==> src/hdl/prtm_pkg.sv <==
// ----------------------------------------------------------------------------
// prtm_pkg - shared types and constants of the protocol traffic rate meter
// Word formats between front, queue, back end and mean pipeline.
// ----------------------------------------------------------------------------
package prtm_pkg;

  localparam int COUNT_WIDTH_DEF = 32;
  localparam int LEN_W           = 16;
  localparam int OUT_W           = 32;
  localparam int SUM_W           = OUT_W + 2;   // sum of three 32-bit totals
  localparam int QUEUE_DEPTH     = 4;

  localparam logic [7:0] PROTO_TCP = 8'd6;
  localparam logic [7:0] PROTO_UDP = 8'd17;

  // operation codes of the input word
  localparam logic OP_PACKET = 1'b0;
  localparam logic OP_TICK   = 1'b1;

  // floor(s / 3) = (s * RECIP3) >> RECIP3_SHIFT for s < 2**34
  localparam int          RECIP3_W     = 36;
  localparam int          RECIP3_SHIFT = 37;
  localparam logic [35:0] RECIP3       = 36'hA_AAAA_AAAB;

  // classified word, front to back
  typedef struct packed {
    logic             is_tick;
    logic             is_tcp;
    logic             is_udp;
    logic [LEN_W-1:0] len;
  } item_t;

  // closed interval, back end to mean pipeline
  typedef struct packed {
    logic [OUT_W-1:0] total;
    logic [OUT_W-1:0] tcp;
    logic [OUT_W-1:0] udp;
    logic [SUM_W-1:0] sum;
    logic             ready;
  } tick_t;

endpackage

==> src/hdl/protocol_traffic_rate_meter.sv <==
// ----------------------------------------------------------------------------
// protocol_traffic_rate_meter - per-interval TCP/UDP/total byte meter
//
// Input channel (in_valid / in_stall): one word per packet descriptor
// (in_operation = 0, protocol byte and length) or per interval tick
// (in_operation = 1). Packets add their length to saturating counters for
// all traffic, TCP and UDP; they give no result word.
// Output channel (out_valid / out_stall): one word per tick with the three
// interval byte counts, clipped to 32 bits, and from the third tick on the
// shortfall of the truncated three-interval mean below cfg rate limit.
// Configuration: cfg_wr_en / cfg_wr_data write the rate limit; write only
// while no tick is in flight.
// Throughput: one word per cycle, packets and ticks alike, while out_stall is low.
// Path: a tick passes the front register and the queue, then four
// registers after the back end (capture, two for the reciprocal multiply,
// and the output register, which takes the shortfall).
// Reset: counters, history, tick count and rate limit clear; queue empties.
// Output stall: the result holds; packets still drain into the counters,
// ticks wait at the queue head; once the four-word queue and the front
// register are full, in_stall rises.
// ----------------------------------------------------------------------------
module protocol_traffic_rate_meter #(
  parameter int COUNT_WIDTH = prtm_pkg::COUNT_WIDTH_DEF
) (
  input  logic                             clk,
  input  logic                             rst_n,
  input  logic                             in_valid,
  output logic                             in_stall,
  input  logic                             in_operation,
  input  logic [7:0]                       in_protocol,
  input  logic [prtm_pkg::LEN_W-1:0]       in_length,
  output logic                             out_valid,
  input  logic                             out_stall,
  output logic [prtm_pkg::OUT_W-1:0]       out_all_octets,
  output logic [prtm_pkg::OUT_W-1:0]       out_tcp_octets,
  output logic [prtm_pkg::OUT_W-1:0]       out_udp_octets,
  output logic signed [prtm_pkg::OUT_W:0]  out_shortfall,
  output logic                             out_mean_ready,
  input  logic                             cfg_wr_en,
  input  logic [prtm_pkg::OUT_W-1:0]       cfg_wr_data
);

  logic                       push, q_full, q_empty, pop, advance, tick_valid;
  prtm_pkg::item_t            push_item, head;
  prtm_pkg::tick_t            tick;
  logic [prtm_pkg::OUT_W-1:0] rate_limit_r;

  // rate limit register
  always_ff @(posedge clk) begin
    if (!rst_n) begin
      rate_limit_r <= '0;
    end else if (cfg_wr_en) begin
      rate_limit_r <= cfg_wr_data;
    end
  end

  prtm_front u_front (
    .clk          (clk),
    .rst_n        (rst_n),
    .in_valid     (in_valid),
    .in_stall     (in_stall),
    .in_operation (in_operation),
    .in_protocol  (in_protocol),
    .in_length    (in_length),
    .push         (push),
    .push_item    (push_item),
    .q_full       (q_full)
  );

  prtm_queue u_queue (
    .clk       (clk),
    .rst_n     (rst_n),
    .push      (push),
    .push_item (push_item),
    .full      (q_full),
    .pop       (pop),
    .empty     (q_empty),
    .head      (head)
  );

  prtm_back #(
    .COUNT_WIDTH (COUNT_WIDTH)
  ) u_back (
    .clk        (clk),
    .rst_n      (rst_n),
    .empty      (q_empty),
    .head       (head),
    .pop        (pop),
    .advance    (advance),
    .tick_valid (tick_valid),
    .tick       (tick)
  );

  prtm_mean u_mean (
    .clk            (clk),
    .rst_n          (rst_n),
    .tick_valid     (tick_valid),
    .tick           (tick),
    .advance        (advance),
    .rate_limit     (rate_limit_r),
    .out_valid      (out_valid),
    .out_stall      (out_stall),
    .out_all_octets (out_all_octets),
    .out_tcp_octets (out_tcp_octets),
    .out_udp_octets (out_udp_octets),
    .out_shortfall  (out_shortfall),
    .out_mean_ready (out_mean_ready)
  );

endmodule

==> src/hdl/prtm_front.sv <==
// ----------------------------------------------------------------------------
// prtm_front - input register and protocol classifier
// Takes one word per cycle while in_stall is low and presents it, decoded, to the queue.
// ----------------------------------------------------------------------------
module prtm_front (
  input  logic                     clk,
  input  logic                     rst_n,
  input  logic                     in_valid,
  output logic                     in_stall,
  input  logic                     in_operation,
  input  logic [7:0]               in_protocol,
  input  logic [prtm_pkg::LEN_W-1:0] in_length,
  output logic                     push,
  output prtm_pkg::item_t          push_item,
  input  logic                     q_full
);

  logic            valid_r, valid_nxt;
  prtm_pkg::item_t item_r, item_nxt;
  logic            accept;

  assign in_stall  = valid_r && q_full;
  assign accept    = in_valid && !in_stall;
  assign push      = valid_r && !q_full;
  assign push_item = item_r;

  always_comb begin
    item_nxt.is_tick = (in_operation == prtm_pkg::OP_TICK);
    item_nxt.is_tcp  = (in_operation == prtm_pkg::OP_PACKET) &&
                       (in_protocol == prtm_pkg::PROTO_TCP);
    item_nxt.is_udp  = (in_operation == prtm_pkg::OP_PACKET) &&
                       (in_protocol == prtm_pkg::PROTO_UDP);
    item_nxt.len     = in_length;
    valid_nxt        = accept ? 1'b1 : (push ? 1'b0 : valid_r);
  end

  always_ff @(posedge clk) begin
    if (!rst_n) begin
      valid_r <= 1'b0;
    end else begin
      valid_r <= valid_nxt;
    end
    if (accept) begin
      item_r <= item_nxt;
    end
  end

endmodule

==> src/hdl/prtm_queue.sv <==
// ----------------------------------------------------------------------------
// prtm_queue - short word queue between front and back end
// Lets the front keep taking words while the back end waits on the output.
// ----------------------------------------------------------------------------
module prtm_queue (
  input  logic            clk,
  input  logic            rst_n,
  input  logic            push,
  input  prtm_pkg::item_t push_item,
  output logic            full,
  input  logic            pop,
  output logic            empty,
  output prtm_pkg::item_t head
);

  localparam int PTR_W = $clog2(prtm_pkg::QUEUE_DEPTH);
  localparam int CNT_W = $clog2(prtm_pkg::QUEUE_DEPTH + 1);

  prtm_pkg::item_t   mem [prtm_pkg::QUEUE_DEPTH];
  logic [PTR_W-1:0]  wr_ptr_r, rd_ptr_r;
  logic [CNT_W-1:0]  count_r, count_nxt;

  assign full  = (count_r == CNT_W'(prtm_pkg::QUEUE_DEPTH));
  assign empty = (count_r == '0);
  assign head  = mem[rd_ptr_r];

  always_comb begin
    count_nxt = count_r;
    if (push && !pop) begin
      count_nxt = count_r + CNT_W'(1);
    end else if (pop && !push) begin
      count_nxt = count_r - CNT_W'(1);
    end
  end

  always_ff @(posedge clk) begin
    if (!rst_n) begin
      wr_ptr_r <= '0;
      rd_ptr_r <= '0;
      count_r  <= '0;
    end else begin
      if (push) begin
        wr_ptr_r <= wr_ptr_r + PTR_W'(1);
      end
      if (pop) begin
        rd_ptr_r <= rd_ptr_r + PTR_W'(1);
      end
      count_r <= count_nxt;
    end
    if (push) begin
      mem[wr_ptr_r] <= push_item;
    end
  end

endmodule

==> src/hdl/prtm_back.sv <==
// ----------------------------------------------------------------------------
// prtm_back - interval byte counters and tick history
// Packets update the saturating counters; a tick closes the interval.
// ----------------------------------------------------------------------------
module prtm_back #(
  parameter int COUNT_WIDTH = prtm_pkg::COUNT_WIDTH_DEF
) (
  input  logic            clk,
  input  logic            rst_n,
  input  logic            empty,
  input  prtm_pkg::item_t head,
  output logic            pop,
  input  logic            advance,
  output logic            tick_valid,
  output prtm_pkg::tick_t tick
);

  localparam int OW = prtm_pkg::OUT_W;
  localparam int SW = prtm_pkg::SUM_W;

  logic [COUNT_WIDTH-1:0] all_r, tcp_r, udp_r;
  logic [COUNT_WIDTH-1:0] all_nxt, tcp_nxt, udp_nxt;
  logic [OW-1:0]          prev0_r, prev1_r;
  logic [1:0]             ticks_r, ticks_nxt;
  logic                   do_pkt, do_tick;

  function automatic logic [COUNT_WIDTH-1:0] sat_add(
    input logic [COUNT_WIDTH-1:0]     acc,
    input logic [prtm_pkg::LEN_W-1:0] len
  );
    logic [COUNT_WIDTH:0] s;
    s = {1'b0, acc} + (COUNT_WIDTH+1)'(len);
    return s[COUNT_WIDTH] ? '1 : s[COUNT_WIDTH-1:0];
  endfunction

  // clip a counter to the 32-bit result field
  function automatic logic [OW-1:0] clip(input logic [COUNT_WIDTH-1:0] v);
    logic [63:0] e;
    e = 64'(v);
    return (e > 64'h0000_0000_FFFF_FFFF) ? '1 : e[OW-1:0];
  endfunction

  // ticks wait for pipeline space, packets never do
  assign pop     = !empty && (!head.is_tick || advance);
  assign do_pkt  = pop && !head.is_tick;
  assign do_tick = pop && head.is_tick;

  always_comb begin
    all_nxt   = all_r;
    tcp_nxt   = tcp_r;
    udp_nxt   = udp_r;
    ticks_nxt = ticks_r;
    if (do_pkt) begin
      all_nxt = sat_add(all_r, head.len);
      if (head.is_tcp) begin
        tcp_nxt = sat_add(tcp_r, head.len);
      end
      if (head.is_udp) begin
        udp_nxt = sat_add(udp_r, head.len);
      end
    end else if (do_tick) begin
      all_nxt = '0;
      tcp_nxt = '0;
      udp_nxt = '0;
      if (ticks_r != 2'd3) begin
        ticks_nxt = ticks_r + 2'd1;
      end
    end
    tick.total = clip(all_r);
    tick.tcp   = clip(tcp_r);
    tick.udp   = clip(udp_r);
    tick.sum   = SW'(prev0_r) + SW'(prev1_r) + SW'(tick.total);
    tick.ready = (ticks_r == 2'd3) || (ticks_r == 2'd2);
  end

  assign tick_valid = do_tick;

  always_ff @(posedge clk) begin
    if (!rst_n) begin
      all_r   <= '0;
      tcp_r   <= '0;
      udp_r   <= '0;
      prev0_r <= '0;
      prev1_r <= '0;
      ticks_r <= '0;
    end else begin
      all_r   <= all_nxt;
      tcp_r   <= tcp_nxt;
      udp_r   <= udp_nxt;
      ticks_r <= ticks_nxt;
      if (do_tick) begin
        prev0_r <= prev1_r;
        prev1_r <= tick.total;
      end
    end
  end

endmodule

==> src/hdl/prtm_mean.sv <==
// ----------------------------------------------------------------------------
// prtm_mean - three-interval mean, shortfall and output register
// Divide by three as a reciprocal multiply split over two stages.
// ----------------------------------------------------------------------------
module prtm_mean (
  input  logic                        clk,
  input  logic                        rst_n,
  input  logic                        tick_valid,
  input  prtm_pkg::tick_t             tick,
  output logic                        advance,
  input  logic [prtm_pkg::OUT_W-1:0]  rate_limit,
  output logic                        out_valid,
  input  logic                        out_stall,
  output logic [prtm_pkg::OUT_W-1:0]  out_all_octets,
  output logic [prtm_pkg::OUT_W-1:0]  out_tcp_octets,
  output logic [prtm_pkg::OUT_W-1:0]  out_udp_octets,
  output logic signed [prtm_pkg::OUT_W:0] out_shortfall,
  output logic                        out_mean_ready
);

  localparam int OW   = prtm_pkg::OUT_W;
  localparam int SW   = prtm_pkg::SUM_W;
  localparam int LO_W = SW / 2;
  localparam int MW   = prtm_pkg::RECIP3_W;
  localparam int PP_W = LO_W + MW;
  localparam int PR_W = SW + MW;
  localparam int SH   = prtm_pkg::RECIP3_SHIFT;

  logic            s1_valid_r, s2_valid_r, s3_valid_r, o_valid_r;
  prtm_pkg::tick_t s1_r, s2_r, s3_r;
  logic [PP_W-1:0] s2_plo_r;
  logic [OW-1:0]   s3_q_r;
  logic [PP_W-1:0] plo_nxt;
  logic [PR_W-1:0] prod_nxt;
  logic [OW-1:0]   q_nxt;
  logic [OW:0]     short_nxt;

  logic [OW-1:0]   o_total_r, o_tcp_r, o_udp_r;
  logic [OW:0]     o_short_r;
  logic            o_ready_r;

  assign advance = !(o_valid_r && out_stall);

  always_comb begin
    plo_nxt  = PP_W'(s1_r.sum[LO_W-1:0]) * PP_W'(prtm_pkg::RECIP3);
    prod_nxt = PR_W'(s2_plo_r) +
               (PR_W'(PP_W'(s2_r.sum[SW-1:LO_W]) * PP_W'(prtm_pkg::RECIP3)) << LO_W);
    q_nxt    = prod_nxt[SH+OW-1:SH];
    // shortfall only when the mean is ready and falls below the limit
    if (s3_r.ready && (s3_q_r < rate_limit)) begin
      short_nxt = {1'b0, s3_q_r} - {1'b0, rate_limit};
    end else begin
      short_nxt = '0;
    end
  end

  always_ff @(posedge clk) begin
    if (!rst_n) begin
      s1_valid_r <= 1'b0;
      s2_valid_r <= 1'b0;
      s3_valid_r <= 1'b0;
      o_valid_r  <= 1'b0;
    end else if (advance) begin
      s1_valid_r <= tick_valid;
      s2_valid_r <= s1_valid_r;
      s3_valid_r <= s2_valid_r;
      o_valid_r  <= s3_valid_r;
    end
    if (advance) begin
      s1_r      <= tick;
      s2_r      <= s1_r;
      s2_plo_r  <= plo_nxt;
      s3_r      <= s2_r;
      s3_q_r    <= q_nxt;
      o_total_r <= s3_r.total;
      o_tcp_r   <= s3_r.tcp;
      o_udp_r   <= s3_r.udp;
      o_short_r <= short_nxt;
      o_ready_r <= s3_r.ready;
    end
  end

  assign out_valid      = o_valid_r;
  assign out_all_octets = o_total_r;
  assign out_tcp_octets = o_tcp_r;
  assign out_udp_octets = o_udp_r;
  assign out_shortfall  = o_short_r;
  assign out_mean_ready = o_ready_r;

endmodule
==> config.mk <==
export PLATFORM = sky130hd
export DESIGN_NAME = protocol_traffic_rate_meter
export DESIGN_NICKNAME = d
export VERILOG_FILES = /design/src/hdl/prtm_pkg.sv /design/src/hdl/protocol_traffic_rate_meter.sv /design/src/hdl/prtm_front.sv /design/src/hdl/prtm_queue.sv /design/src/hdl/prtm_back.sv /design/src/hdl/prtm_mean.sv
export SDC_FILE = /design/constraint.sdc
export NUM_CORES = 2
export LEC_CHECK = 0
export BUFFER_PORTS_ARGS = -buffer_cell sky130_fd_sc_hd__buf_2
export CORE_AREA = 3 3 324 390
export CTS_CLUSTER_DIAMETER = 120
export DETAILED_ROUTE_END_ITERATION = 16
export DIE_AREA = 0 0 327 393
export PLACE_DENSITY = 0.65
export SYNTH_ARGS = -nofsm -noshare
export SYNTH_HDL_FRONTEND = slang
export SYNTH_SLANG_ARGS = --single-unit
==> constraint.sdc <==
create_clock -name clk -period 18 [get_ports clk]
set_input_delay 3.6 -clock clk [delete_from_list [all_inputs] [get_ports clk]]
set_output_delay 3.6 -clock clk [all_outputs]
set_load 0.01 [all_outputs]
# --- Word-level counts from Yosys, hierarchy flattened ---
# Memory sizes are Yosys's and may differ from the RTL's. A register that Yosys moved wholly into a read port is not among the register bits.
# Cells that the tools add are included.
totals:
  register_bits: 799
  mem_bits_rw: 76
  input_bits: 62
  mem_count: 1
memory_table:
  columns: ["memory", "depth", "word_bits", "rd", "rd_clocked_by_memory_dff", "wr", "line", "source"]
  rows:
  - ["u_queue.mem", 4, 19, 1, 1, 1, "prtm_queue.sv:19", "prtm_pkg::item_t mem [prtm_pkg::QUEUE_DEPTH];"]
op_classes:
  addsub: 12
  multipliers: 2
  n_lt_le_gt_ge: 1
  n_eq_ne: 8
  n_mux: 17
  bitwise: 2
  n_reduce_logical: 28
ops:
  columns: ["op", "n"]
  rows:
  - ["32-bit two-way mux", 9]
  - ["32-bit by 16-bit adder with 33-bit output", 3]
  - ["53-bit by 69-bit adder with 69-bit output", 1]
  - ["17-bit by 36-bit multiplier with 53-bit output (second input constant)", 1]
  - ["17-bit by 36-bit multiplier with 52-bit output (second input constant)", 1]
  - ["34-bit by 32-bit adder with 34-bit output", 1]
  - ["32-bit by 32-bit adder with 33-bit output", 1]
  - ["32-bit by 32-bit subtractor with 33-bit output", 1]
  - ["32-bit less-than comparator", 1]
  - ["1-bit logical AND", 12]
  - ["8-bit by 3-bit equality test with 1-bit output (second input constant)", 1]
  - ["8-bit by 5-bit equality test with 1-bit output (second input constant)", 1]
  - ["1-bit logical NOT", 7]
  - ["2-bit by 1-bit adder with 2-bit output (second input constant)", 3]
  - ["3-bit two-way mux", 2]
  - ["2-bit != test (second input constant)", 3]
  - ["2-bit nonzero test", 3]
  - ["2-bit equality test (second input constant)", 2]
  - ["1-bit two-way mux", 4]
  - ["2-bit two-way mux", 2]
  - ["2-bit AND reduction", 2]
  - ["3-bit by 1-bit adder with 3-bit output (second input constant)", 1]
  - ["3-bit equality test (second input constant)", 1]
  - ["3-bit logical NOT", 1]
  - ["other kinds (4)", 6]

# --- Depth between registers and ports, before layout ---
depth:
  word_depth: 7
  ltp_mapped: 30

# --- Cells and area by module ---
# Synthesis repeated with hierarchy kept, for this count alone.
hier_totals:
  cells_unflattened: 3865
  hier_area_um2: 46858.7
by_module_without_submodules:
  columns: ["module", "instances", "cells_per_inst", "area_per_inst_um2"]
  rows:
  - ["prtm_mean", 1, 2228, 30678.2]
  - ["prtm_back", 1, 1363, 11045.6]
  - ["prtm_queue", 1, 142, 3230.6]
  - ["protocol_traffic_rate_meter", 1, 103, 1243.7]
  - ["prtm_front", 1, 29, 660.6]

# --- Worst setup path after synthesis ---
# Ideal clock, no wire load.
synth_path:
  path_kind: "input to register"
  startpoint: "input port out_stall"
  endpoint: "register u_mean.o_total_r[0], in the netlist u_mean.out_all_octets[0], enable pin"
  arrival_ns: 12.385
  t_required_ns: 14.133
  slack_ns: 1.748
  cell_stages: 1
  path_buffers: 0
  cell_sequence: "nand2_1"
synth_via:
  elab_chain_cells: 1
synth_lines:
  columns: ["item", "line", "source"]
  rows:
  - ["from (decl)", "protocol_traffic_rate_meter.sv:33", "input logic out_stall,"]
  - ["1-bit logical AND", "prtm_mean.sv:42", "assign advance = !(o_valid_r && out_stall);"]
  - ["to (signal assigned)", "prtm_mean.sv:75", "o_total_r <= s3_r.total;"]
  - ["to (decl)", "prtm_mean.sv:38", "logic [OW-1:0] o_total_r, o_tcp_r, o_udp_r;"]
# Every way passes these cells.
# A chain may end at the register's enable or synchronous reset.

# --- Final worst setup path ---
layout_path:
  startpoint: "register u_mean.s2_r[22] (netlist name)"
  endpoint: "register u_mean.s3_q_r[30], data pin"
layout_via:
  elab_chain_cells: 2
layout_lines:
  columns: ["item", "line", "source"]
  rows:
  - ["from (decl)", "prtm_mean.sv:30", "prtm_pkg::tick_t s1_r, s2_r, s3_r;"]
  - ["from (signal assigned)", "prtm_mean.sv:71", "s2_r <= s1_r;"]
  - ["17-bit by 36-bit multiplier with 52-bit output", "prtm_mean.sv:47", "(PR_W'(PP_W'(s2_r.sum[SW-1:LO_W]) * PP_W'(prtm_pkg::RECIP3)) << LO_W);"]
  - ["53-bit by 69-bit adder with 69-bit output", "prtm_mean.sv:46", "prod_nxt = PR_W'(s2_plo_r) +"]
  - ["net u_mean.prod_nxt[67]", "prtm_mean.sv:34", "logic [PR_W-1:0] prod_nxt;"]
  - ["to (signal assigned)", "prtm_mean.sv:74", "s3_q_r <= q_nxt;"]
  - ["to (decl)", "prtm_mean.sv:32", "logic [OW-1:0] s3_q_r;"]
# The timed path passes the listed nets, and every way through them passes these cells.

==> PnR_summary.wiki <==
{| class="wikitable"
! Metric !! Value
|-
| Number of global-route vias before repair || 29505
|-
| Max-cap viol count || 0
|-
| CP most frequent cell || fa_1
|-
| Maximum level of the CTS H-tree || 3
|-
| Static Leak || 23.8 nW
|-
| Nets in the synthesized netlist || 4635
|-
| Number of buffers added to fix hold violations after cts || 0
|-
| Part of the cycle the worst path needs || 0.473
|-
| Leading post-synthesis cells by cell area || edfxtp_1 (41%), ha_1 (12%), dfxtp_1 (8.9%), fa_1 (8.3%), a21oi_1 (3.4%)
|-
| Post-synthesis instance area || 0.0466 mm2
|-
| GR Util All Layers || 0.147
|-
| Top post-synthesis cells by count || edfxtp_1 (635), ha_1 (438), inv_1 (382), a21oi_1 (317), nand2_1 (270)
|-
| Total number of vias || 29555
|-
| Minimum clock period after layout || 8520 ps
|-
| Main flop type after synthesis || edfxtp_1
|-
| Most repeated cell in the gate-level netlist after synthesis || edfxtp_1
|-
| FP Rows || 141
|-
| Maximum count of clock buffers along a single path || 3
|-
| TritonCTS buffer count || 90
|-
| Top-area cell type share of the netlist area || 0.409
|-
| Critical path's largest stage delay || 690 ps
|-
| Synth-to-layout area growth || 12.7%
|-
| Average wire per cell in the routed design || 16.1 um
|-
| Number of enable flip-flop cells after synthesis || 635
|-
| WL final || 94.9 mm
|-
| Share of async-settable or async-resettable flops after synthesis || 0
|-
| Total number of nets in the final design || 4851
|-
| Post-CTS setup-driven buffer insertion count || 0
|-
| Maximum vdd drop || 175 uV
|-
| Count of pins over their slew limit || 0
|-
| Worst slew pin tran || 1220 ps
|-
| Number of distinct standard cells referenced by the synthesized netlist || 90
|-
| Setup Crit Path Kind || register to register
|-
| Detail Placement HPWL || 69.8 mm
|-
| Status || completed
|-
| Max Clock Freq || 117 MHz
|-
| IO Count || 194
|-
| CP arrival || 8910 ps
|-
| Number of antenna violations at the first check in global routing || 2
|-
| TritonCTS clock tree || yes
|-
| Worst hold path class || register to register
|-
| Number of sinks handled by clock tree synthesis || 843
|-
| Number of cells produced by synthesis || 3941
|-
| Starting Density || 0.379
|-
| DRC errors left || 0
|-
| Mapped Avg Cell Area || 11.8 um2
|-
| Setup clock skew after layout || 113 ps
|-
| Met1 routed wirelength after detailed routing || 40.2 mm
|-
| Yosys Warn Count || 0
|-
| Final-layout fill cell count || 11451
|-
| Slowest stage cell on the critical path || a211oi_1
|-
| Uppermost routed layer || met4
|-
| Maximum net fanout on the critical path || 5
|-
| Later-pin clock latency in the skew report || 730 ps
|-
| DRT antenna net count || 0
|-
| Post-synthesis cell type with the largest combined area || edfxtp_1
|-
| Number of hold-slack violations in the final timing report || 0
|-
| Total gr overflow || 0
|-
| Maximum number of pins on one net before global-route repair || 88
|-
| Router iterations before antenna repair || 5
|-
| Sequential area share after synthesis || 0.499
|-
| Remaining max-slew budget at the tightest pin || 0.165
|-
| Total negative slack || 0 ps
|-
| DR WL met3 || 4.03 mm
|-
| Final weighted congestion in routability-driven placement || 0.868
|-
| Capturing element type of the critical path || register
|-
| Resized cells post-CTS || 0
|-
| Number of vias per cell after detailed routing || 5.03
|-
| Die Width || 327 um
|-
| Share of layout cells above drive strength 1 || 0.0999
|-
| Critical path's top delay family || adder cells
|-
| Data required time at the worst endpoint || 18400 ps
|-
| Unrepaired setup endpoints after global routing || false
|-
| Die height || 393 um
|-
| Metal2 WL || 47.6 mm
|-
| Quantity of I/O buffers inserted on ports || 193
|-
| Core box area || 0.123 mm2
|-
| Count of routing violations after the opening detailed-route iteration || 1925
|-
| Clk pin slew, worst setup/hold paths || 60 ps
|-
| Number of buffers and inverters on the critical path || 4
|-
| Number of synthesized register bits || 843
|-
| Setup-failing EPs final || 0
|-
| Post-Route Hold Slack || 389 ps
|-
| Die area || 0.129 mm2
|-
| Startpoint type of the worst setup path || register
|-
| Clk root buf || clkbuf_16
|-
| Global-route wire length before repair || 153 mm
|-
| Power density cells || 169 mW/mm2
|}
## report_power, final
| group | total [mW] | leakage [nW] | switching [mW] | internal [mW] |
|---|---|---|---|---|
| Combinational | 4.02 | 13.3 | 2.36 | 1.66 |
| Clock | 1.86 | 1.47 | 0.796 | 1.06 |
| Sequential | 2.97 | 9.04 | 0.241 | 2.73 |
## metal layers
metal / up-vias / track usage
met5: - / 0
met4: 0 / 0.0574
met2: 557 / 0.261
li1: 14647 / -
met1: 14196 / 0.178
met3: 155 / 0.0261
## path summary, 6_finish.rpt
| check | start | endpoint | slack, ps | cells past startpoint |
|---|---|---|---|---|
| min reg2reg | u_mean.s2_r[46]$_DFFE_PN_ | u_mean.s3_r[46]$_DFFE_PN_ | 390 | 0 |
| min | u_mean.s2_r[46]$_DFFE_PN_ | u_mean.s3_r[46]$_DFFE_PN_ | 390 | 0 |
| max reg2reg | u_mean.s2_r[22]$_DFFE_PN_ | u_mean.s3_q_r[30]$_DFFE_PN_ | 9480 | 28 |
| max | u_mean.s2_r[22]$_DFFE_PN_ | u_mean.s3_q_r[30]$_DFFE_PN_ | 9480 | 28 |
## area by class of cell
class / count / area, um2 / area share
antenna: 1 / 2.50 / 0.0000477
clock buffer: 115 / 2390 / 0.0455
clock inverter: 55 / 646 / 0.0123
inverter: 383 / 1440 / 0.0274
multi-input combinational: 2620 / 21600 / 0.411
sequential: 843 / 23200 / 0.443
tap: 1644 / 2060 / 0.0392
timing repair buffer: 219 / 1160 / 0.0221
## registers in the layout, summed over array words and instances (netlist names), 2 cells and up, named ones only
signal / count
u_mean.s1_r: 131
u_mean.s2_r: 114
u_front.push_item: 19
u_mean.s3_r: 97
u_mean.s2_plo_r: 36
u_mean.out_all_octets: 32
u_queue.count_r: 3
u_mean.out_udp_octets: 32
u_queue.wr_ptr_r: 2
u_queue.mem: 76
u_mean.out_shortfall: 33
u_back.all_r: 32
u_queue.rd_ptr_r: 2
u_back.prev0_r: 32
u_back.prev1_r: 32
u_back.ticks_r: 2
rate_limit_r: 32
u_mean.out_tcp_octets: 32
u_mean.s3_q_r: 32
u_back.udp_r: 32
u_back.tcp_r: 32
## worst reg2reg max path, delay by kind of cell, from the launching register on
family | cells | cell delay (ps)
XOR/XNOR | 2 | 360
AND/OR/NAND/NOR | 3 | 370
adder cells (fa/ha/maj) | 8 | 3640
flip-flops | 1 | 440
AO/OA/AOI/OAI | 11 | 3120
buffers and inverters | 4 | 250
## per-stage QoR
| step | total power [mW] | util | cell area (um2) | instances | setup WS [ps] |
|---|---|---|---|---|---|
| global route | 9.60 | 0.427 | 52500 | 5879 | 8960 |
| global placement | 6.98 | 0.402 | 49500 | 5709 | 9650 |
| detailed placement | 7.06 | 0.402 | 49500 | 5709 | 9520 |
| finish | 8.85 | 0.427 | 52500 | 5880 | 9480 |
| CTS | 8.98 | 0.427 | 52500 | 5879 | 9450 |
| floorplan | 5.98 | - | 46600 | 3941 | 1750 |
## cells by family (layout without fill, tap and decap cells)
group | Yosys count | count (layout) | share of synthesized area
xor gates and xnor gates | 209 | 209 | 0.0396
buffers and inverters | 478 | 772 | 0.0389
other | 0 | 1 | 0
AOI/OAI and AO/OA | 873 | 873 | 0.119
DFF | 843 | 843 | 0.499
muxes | 60 | 60 | 0.0175
and+or+nand+nor | 846 | 846 | 0.0856
adders and majority gates | 632 | 632 | 0.201
## cells in the final DEF (no fill, tap or decap), types with 14 or more instances in the layout
master	count
xor2_1	74
clkinv_2	16
mux2i_1	41
edfxtp_1	635
mux4_2	17
buf_2	193
or3_1	18
nand2_1	268
o21a_1	33
a211oi_1	22
fa_1	194
xnor2_1	134
buf_4	26
ha_1	438
and3_1	40
nand4_1	22
clkbuf_1	19
nor3_1	61
nor2b_1	38
a311oi_1	28
o21ai_0	160
a31oi_1	29
a21oi_1	317
dfxtp_1	208
o21bai_1	18
o211ai_1	21
a21boi_0	14
inv_1	381
and2_1	28
nand2b_1	27
nand3_1	75
nor2_1	208
a21o_1	93
clkbuf_16	90
(Power assumes the default switching activity.)
